==> src/rtl/dpod_pkg.sv <==
// Shared widths, date types and calendar tables for the period overlap day counter.
`default_nettype none
package dpod_pkg;

    localparam int YearW  = 14;
    localparam int MonthW = 4;
    localparam int DayW   = 5;
    localparam int DnumW  = 22;
    localparam int QuotW  = 8;

    // floor(y / 100) = (y * 5243) >> 19 for every 14-bit y
    localparam int RecipW              = 13;
    localparam logic [RecipW-1:0] RecipHundred = 13'd5243;
    localparam int RecipShift          = 19;
    localparam int ProdW               = YearW + RecipW;

    localparam logic [YearW-1:0] YearMin = 14'd1;
    localparam logic [YearW-1:0] YearMax = 14'd9999;

    localparam logic [MonthW-1:0] MonJan = 4'd1;
    localparam logic [MonthW-1:0] MonFeb = 4'd2;
    localparam logic [MonthW-1:0] MonMar = 4'd3;
    localparam logic [MonthW-1:0] MonApr = 4'd4;
    localparam logic [MonthW-1:0] MonMay = 4'd5;
    localparam logic [MonthW-1:0] MonJun = 4'd6;
    localparam logic [MonthW-1:0] MonJul = 4'd7;
    localparam logic [MonthW-1:0] MonAug = 4'd8;
    localparam logic [MonthW-1:0] MonSep = 4'd9;
    localparam logic [MonthW-1:0] MonOct = 4'd10;
    localparam logic [MonthW-1:0] MonNov = 4'd11;
    localparam logic [MonthW-1:0] MonDec = 4'd12;

    typedef struct packed {
        logic [YearW-1:0]  year;
        logic [MonthW-1:0] month;
        logic [DayW-1:0]   day;
    } t_date;

    typedef struct packed {
        logic [DnumW-1:0] dnum;
        logic             ok;
    } t_day;

    function automatic logic [DayW-1:0] month_days(input logic [MonthW-1:0] m,
                                                    input logic leap);
        logic [DayW-1:0] len;
        unique case (m)
            MonJan, MonMar, MonMay, MonJul, MonAug, MonOct, MonDec: len = 5'd31;
            MonApr, MonJun, MonSep, MonNov:                          len = 5'd30;
            MonFeb:  len = leap ? 5'd29 : 5'd28;
            default: len = 5'd0;
        endcase
        return len;
    endfunction

    // days before the first of the month, counting the year from March
    function automatic logic [8:0] march_offset(input logic [MonthW-1:0] m);
        logic [8:0] off;
        unique case (m)
            MonMar:  off = 9'd0;
            MonApr:  off = 9'd31;
            MonMay:  off = 9'd61;
            MonJun:  off = 9'd92;
            MonJul:  off = 9'd122;
            MonAug:  off = 9'd153;
            MonSep:  off = 9'd184;
            MonOct:  off = 9'd214;
            MonNov:  off = 9'd245;
            MonDec:  off = 9'd275;
            MonJan:  off = 9'd306;
            MonFeb:  off = 9'd337;
            default: off = 9'd0;
        endcase
        return off;
    endfunction

endpackage
`default_nettype wire

==> src/rtl/dpod_date_conv.sv <==
// Two-stage conversion of one calendar date to a serial day number with a validity check.
`default_nettype none
module dpod_date_conv (
    input  wire logic           i_clk,
    input  wire dpod_pkg::t_date i_date,
    output dpod_pkg::t_day       o_day
);

    typedef struct packed {
        dpod_pkg::t_date                 date;
        logic [dpod_pkg::YearW-1:0]      yy;
        logic [dpod_pkg::DnumW-1:0]      y365;
        logic [dpod_pkg::QuotW-1:0]      qy;
        logic [dpod_pkg::QuotW-1:0]      qyy;
    } t_conv_s1;

    t_conv_s1                     n_s1;
    t_conv_s1                     r_s1;
    dpod_pkg::t_day               n_day;
    dpod_pkg::t_day               r_day;
    logic [dpod_pkg::ProdW-1:0]   prod_y;
    logic [dpod_pkg::ProdW-1:0]   prod_yy;
    logic [dpod_pkg::YearW:0]     hundreds;
    logic                         rem0;
    logic                         leap;
    logic                         year_ok;
    logic [dpod_pkg::DayW-1:0]    mlen;

    always_comb begin
        n_s1.date = i_date;
        n_s1.yy   = (i_date.month <= dpod_pkg::MonFeb) ? i_date.year - 14'd1 : i_date.year;
        n_s1.y365 = dpod_pkg::DnumW'(n_s1.yy) * 22'd365;
        prod_y    = dpod_pkg::ProdW'(i_date.year) * dpod_pkg::ProdW'(dpod_pkg::RecipHundred);
        prod_yy   = dpod_pkg::ProdW'(n_s1.yy) * dpod_pkg::ProdW'(dpod_pkg::RecipHundred);
        n_s1.qy   = prod_y[dpod_pkg::RecipShift +: dpod_pkg::QuotW];
        n_s1.qyy  = prod_yy[dpod_pkg::RecipShift +: dpod_pkg::QuotW];
    end

    always_ff @(posedge i_clk) begin
        r_s1 <= n_s1;
    end

    always_comb begin
        hundreds = (dpod_pkg::YearW + 1)'(r_s1.qy) * 15'd100;
        rem0     = (hundreds == (dpod_pkg::YearW + 1)'(r_s1.date.year));
        leap     = ((r_s1.date.year[1:0] == 2'd0) && !rem0) ||
                   (rem0 && (r_s1.qy[1:0] == 2'd0));
        year_ok  = (r_s1.date.year >= dpod_pkg::YearMin) &&
                   (r_s1.date.year <= dpod_pkg::YearMax);
        mlen     = dpod_pkg::month_days(r_s1.date.month, leap);
        n_day.ok = year_ok && (mlen != 5'd0) && (r_s1.date.day != 5'd0) &&
                   (r_s1.date.day <= mlen);
        n_day.dnum = r_s1.y365
                   + dpod_pkg::DnumW'(r_s1.yy[dpod_pkg::YearW-1:2])
                   - dpod_pkg::DnumW'(r_s1.qyy)
                   + dpod_pkg::DnumW'(r_s1.qyy[dpod_pkg::QuotW-1:2])
                   + dpod_pkg::DnumW'(dpod_pkg::march_offset(r_s1.date.month))
                   + dpod_pkg::DnumW'(r_s1.date.day)
                   - 22'd1;
    end

    always_ff @(posedge i_clk) begin
        r_day <= n_day;
    end

    assign o_day = r_day;

endmodule
`default_nettype wire

==> src/rtl/dpod_overlap.sv <==
// Intersection of two day-number periods and the registered result.
`default_nettype none
module dpod_overlap (
    input  wire logic                        i_clk,
    input  wire dpod_pkg::t_day              i_first_start,
    input  wire dpod_pkg::t_day              i_first_end,
    input  wire dpod_pkg::t_day              i_second_start,
    input  wire dpod_pkg::t_day              i_second_end,
    output logic [dpod_pkg::DnumW-1:0]       o_overlap_days,
    output logic                             o_bad_date
);

    logic [dpod_pkg::DnumW-1:0] lo;
    logic [dpod_pkg::DnumW-1:0] hi;
    logic                       n_bad;
    logic [dpod_pkg::DnumW-1:0] n_count;
    logic                       r_bad;
    logic [dpod_pkg::DnumW-1:0] r_count;

    always_comb begin
        n_bad = !(i_first_start.ok && i_first_end.ok && i_second_start.ok && i_second_end.ok);
        lo = (i_first_start.dnum > i_second_start.dnum) ? i_first_start.dnum
                                                        : i_second_start.dnum;
        hi = (i_first_end.dnum < i_second_end.dnum) ? i_first_end.dnum
                                                    : i_second_end.dnum;
        if (!n_bad && (hi >= lo)) begin
            n_count = hi - lo + 22'd1;
        end else begin
            n_count = '0;
        end
    end

    always_ff @(posedge i_clk) begin
        r_bad   <= n_bad;
        r_count <= n_count;
    end

    assign o_overlap_days = r_count;
    assign o_bad_date     = r_bad;

endmodule
`default_nettype wire

==> src/rtl/date_period_overlap_days_unit.sv <==
// Top level: day count common to two inclusive Gregorian date periods.
//
//   channel   handshake         payload
//   query     start / busy      i_first_*, i_second_* (year, month, day of four dates)
//   result    o_valid strobe    o_overlap_days, o_bad_date
//
// One query is taken every cycle; busy is always low.
// The accepting edge loads the input register; two date conversion stages
// (reciprocal multiply, then day-number sum) and the overlap register follow,
// and o_valid rises together with the overlap result.
// Synchronous active-low reset clears the valid pipeline only.
// The receiver takes each result in its single strobe cycle and cannot stall.
`default_nettype none
module date_period_overlap_days_unit (
    input  wire logic                          i_clk,
    input  wire logic                          i_rst_n,
    input  wire logic                          start,
    output logic                               busy,
    input  wire logic [dpod_pkg::YearW-1:0]    i_first_start_year,
    input  wire logic [dpod_pkg::MonthW-1:0]   i_first_start_month,
    input  wire logic [dpod_pkg::DayW-1:0]     i_first_start_day,
    input  wire logic [dpod_pkg::YearW-1:0]    i_first_end_year,
    input  wire logic [dpod_pkg::MonthW-1:0]   i_first_end_month,
    input  wire logic [dpod_pkg::DayW-1:0]     i_first_end_day,
    input  wire logic [dpod_pkg::YearW-1:0]    i_second_start_year,
    input  wire logic [dpod_pkg::MonthW-1:0]   i_second_start_month,
    input  wire logic [dpod_pkg::DayW-1:0]     i_second_start_day,
    input  wire logic [dpod_pkg::YearW-1:0]    i_second_end_year,
    input  wire logic [dpod_pkg::MonthW-1:0]   i_second_end_month,
    input  wire logic [dpod_pkg::DayW-1:0]     i_second_end_day,
    output logic                               o_valid,
    output logic [dpod_pkg::DnumW-1:0]         o_overlap_days,
    output logic                               o_bad_date
);

    dpod_pkg::t_date r_dates [4];
    dpod_pkg::t_day  days    [4];
    logic [2:0]      r_vld;
    logic            r_out_vld;

    assign busy = 1'b0;

    always_ff @(posedge i_clk) begin
        if (start) begin
            r_dates[0] <= '{i_first_start_year,  i_first_start_month,  i_first_start_day};
            r_dates[1] <= '{i_first_end_year,    i_first_end_month,    i_first_end_day};
            r_dates[2] <= '{i_second_start_year, i_second_start_month, i_second_start_day};
            r_dates[3] <= '{i_second_end_year,   i_second_end_month,   i_second_end_day};
        end
    end

    always_ff @(posedge i_clk) begin
        if (!i_rst_n) begin
            r_vld     <= '0;
            r_out_vld <= 1'b0;
        end else begin
            r_vld     <= {r_vld[1:0], start};
            r_out_vld <= r_vld[2];
        end
    end

    for (genvar g = 0; g < 4; g++) begin : g_conv
        dpod_date_conv u_conv (
            .i_clk  (i_clk),
            .i_date (r_dates[g]),
            .o_day  (days[g])
        );
    end

    dpod_overlap u_overlap (
        .i_clk          (i_clk),
        .i_first_start  (days[0]),
        .i_first_end    (days[1]),
        .i_second_start (days[2]),
        .i_second_end   (days[3]),
        .o_overlap_days (o_overlap_days),
        .o_bad_date     (o_bad_date)
    );

    assign o_valid = r_out_vld;

endmodule
`default_nettype wire

==> config.mk <==
export PLATFORM = sky130hd
export DESIGN_NAME = date_period_overlap_days_unit
export DESIGN_NICKNAME = d
export VERILOG_FILES = /design/src/rtl/dpod_pkg.sv /design/src/rtl/dpod_date_conv.sv /design/src/rtl/dpod_overlap.sv /design/src/rtl/date_period_overlap_days_unit.sv
export SDC_FILE = /design/constraint.sdc
export NUM_CORES = 2
export LEC_CHECK = 0
export ABC_AREA = 1
export BUFFER_PORTS_ARGS = -buffer_cell sky130_fd_sc_hd__buf_2
export CORE_UTILIZATION = 35
export DETAILED_ROUTE_END_ITERATION = 16
export GPL_TIMING_DRIVEN = 1
export PLACE_DENSITY_LB_ADDON = 0.12
export REMOVE_ABC_BUFFERS = 1
export SYNTH_ARGS = -nofsm -noshare
export SYNTH_HDL_FRONTEND = slang
export SYNTH_SLANG_ARGS = --single-unit
export TNS_END_PERCENT = 50
==> constraint.sdc <==
create_clock -name i_clk -period 12.4 [get_ports i_clk]
set_input_delay 1.86 -clock i_clk [delete_from_list [all_inputs] [get_ports i_clk]]
set_output_delay 1.86 -clock i_clk [all_outputs]
set_load 0.005 [all_outputs]
==> qor.yml <==
grt.total_usage_pct: 19.2
cp_slowest_cell: "xor2_1"
crit_arrival_ns: 7.48
fmax_mhz: 145
cap_violations: 0
tns_ns: 0
relSlewSlack_pct: 15.6
hold_start: "r_dates[3][3]$_DFFE_PP_"
antenna_left: 0
cts_max_path_buffers: 3
via_per_inst: 4.63
tightest_slew_ns: 1.26
post-route-period-util_pct: 55.7
cts_resized: 0
clk-insertion-delay-late_ns: 0.71
cts_hold_buf: 0
critPathKind: "flop to flop"
grt_pass1_wl_mm: 307
reg2reg_from: "r_dates[1][11]$_DFFE_PP_"
rsz0062_at_grt: "no"
antenna_found_initial: 6
cp_max_fo: 7
slew_violations: 0
numCtsBuffers: 77
place.gp.congestion: 0.906
drt_iter0_drc: 2361
cp-end-kind: "flop"
synth_area_per_cell_sq_um: 8.44
timing.rr.end: "g_conv[1].u_conv.r_s1[4]$_DFF_P_"
area_growth_pct: 9.47
fin_hold_ws_ns: 0.337
rr_worst_depth: 28
start_util_pct: 35.3
gr-total-overflow: 0
cts_tree: "yes"
cts_root_buf: "clkbuf_16"
hold_class: "flop to flop"
port_buffers: 118
num_vias: 52239
cp.required_ns: 12.98
hpwl_mm: 169
dpl_cell_area_sq_um: 74500
cp_top_family: "adder cells"
dieWidth_um: 451
worstSetupPathDepth: 28
cp.buffers_inverters: 6
skew_ns: 0.0382
post_cts_buffers: 0
final_common_cell: "inv_1"
synth-seq-cells: 539
firstDrtPassIters: 6
ios: 120
core_sq_um: 200000
whs_endpoint: "g_conv[3].u_conv.r_s1[55]$_DFF_P_"
route.detailed.drc: 0
fillers: 20736
rows: 164
drive_above_1_share_pct: 3.61
wl_per_cell_um: 17.1
synthesis.instances: 8358
synthArstFlopShare_pct: 0
synth_edf_count: 92
setup_violations: 0
grt_max_degree: 53
status: "complete, no violations"
first_global_vias: 54478
wirelength_mm: 192
hold_viol_final: 0
path_clk_slew_ns: 0.06
cpPeakStageDelay_ns: 0.77
syn_area_sq_um: 70600
hold_depth: 0
ys_types: 52
dieArea_sq_um: 203000
final_cell_mix: "2215 x inv_1, 1418 x ha_1, 1238 x nand2_1, 796 x fa_1, 447 x dfxtp_1"
min_period_ns: 6.90
cts.sinks: 539
htree_num_levels: 3
final_nets: 10866
yosys_warnings: 0
crit_path_start_kind: "flop"
die_y_um: 451
r2r_slack_ns: 5.50
yosysSeqAreaShare_pct: 16.6
design_area_sq_um: 77200
synth_top_flop_cell: "dfxtp_1"
[synthesized netlist by cell type (all sizes together) (17+ instances only)]
master / instances / area (sq um)
inv: 2219 / 8330
ha: 1418 / 17700
nand2: 1239 / 4660
fa: 796 / 15900
dfxtp: 447 / 8950
nor2: 444 / 1680
a21oi: 375 / 1880
nand3: 322 / 1630
o21ai: 214 / 1110
xor2: 176 / 1570
nand4: 122 / 776
edfxtp: 92 / 2760
xnor2: 91 / 797
nor3: 74 / 375
a21o: 72 / 541
o21bai: 61 / 458
nand3b: 32 / 240
a21boi: 22 / 165
a31oi: 21 / 131
or2: 19 / 119
nor4: 17 / 106
o21a: 17 / 128
[per-stage QoR]
step / setup slack [ns] / util, % / std cells
after global placement: 5.59 / 37.3 / 11134
after global routing: 5.06 / 38.6 / 11281
after detailed placement: 5.56 / 37.3 / 11134
after floorplan: 6.71 / - / 8339
after CTS: 5.48 / 38.6 / 11277
final: 5.50 / 38.6 / 11281
[worst reg2reg max path: cells and delay by family (launching register included)]
kind                       cells  cell delay (ns)
xor gates and xnor gates       1             0.77
DFF                            1             0.56
buffers and inverters          6             0.77
AOI/OAI and AO/OA              3             0.61
adders and majority gates      7             2.87
and+or+nand+nor               11             1.21
[flip-flops by register name (all words and copies together), names as in the netlist, named ones only]
signal and count:
g_conv.u_conv.o_day 92, r_vld 3, o_valid 1, u_overlap.o_bad_date 1, r_dates 92, u_overlap.o_overlap_days 22
g_conv.u_conv.r_s1 292
[logic make-up after synthesis]
family,after synthesis,share of synthesized area [%]
simple gates,2276,13.7
buf+inv,2238,12.0
fa+ha+maj,2214,47.7
compound gates,823,6.70
flops,539,16.6
xor+xnor,267,3.35
other cells,1,0.00532
[layer usage]
metal | global-route usage [%] | part of all wire [%]
met4 | 4.19 | 1.7
met5 | 0 | 0.0042
met1 | 26.4 | 48
met2 | 32.6 | 47
met3 | 1.79 | 2.7
[how the worst max path moves through the flow]
stage                             start                                to
2_1_floorplan  r_dates[1][11]$_DFFE_PP_  g_conv[1].u_conv.r_s1[4]$_DFF_P_
3_3_place_gp   r_dates[1][11]$_DFFE_PP_  g_conv[1].u_conv.r_s1[4]$_DFF_P_
3_5_place_dp   r_dates[1][11]$_DFFE_PP_  g_conv[1].u_conv.r_s1[4]$_DFF_P_
4_1_cts        r_dates[1][11]$_DFFE_PP_  g_conv[1].u_conv.r_s1[4]$_DFF_P_
5_1_grt        r_dates[1][11]$_DFFE_PP_  g_conv[1].u_conv.r_s1[6]$_DFF_P_
6_report       r_dates[1][11]$_DFFE_PP_  g_conv[1].u_conv.r_s1[4]$_DFF_P_
[area by class of cell]
class | count | area, sq um | share of cell area [%]
Clock buffer | 96 | 2110 | 2.73
Antenna cell | 4 | 10.0 | 0.0130
Tap cell | 2656 | 3320 | 4.30
Sequential cell | 539 | 11700 | 15.2
Timing Repair Buffer | 139 | 751 | 0.972
Clock inverter | 47 | 587 | 0.760
Inverter | 2219 | 8330 | 10.8
Multi-Input combinational cell | 5581 | 50400 | 65.3
Power is left out: the tool's default activity adds up to more than one toggle a clock period on the data nets, which glitch-free logic cannot reach.
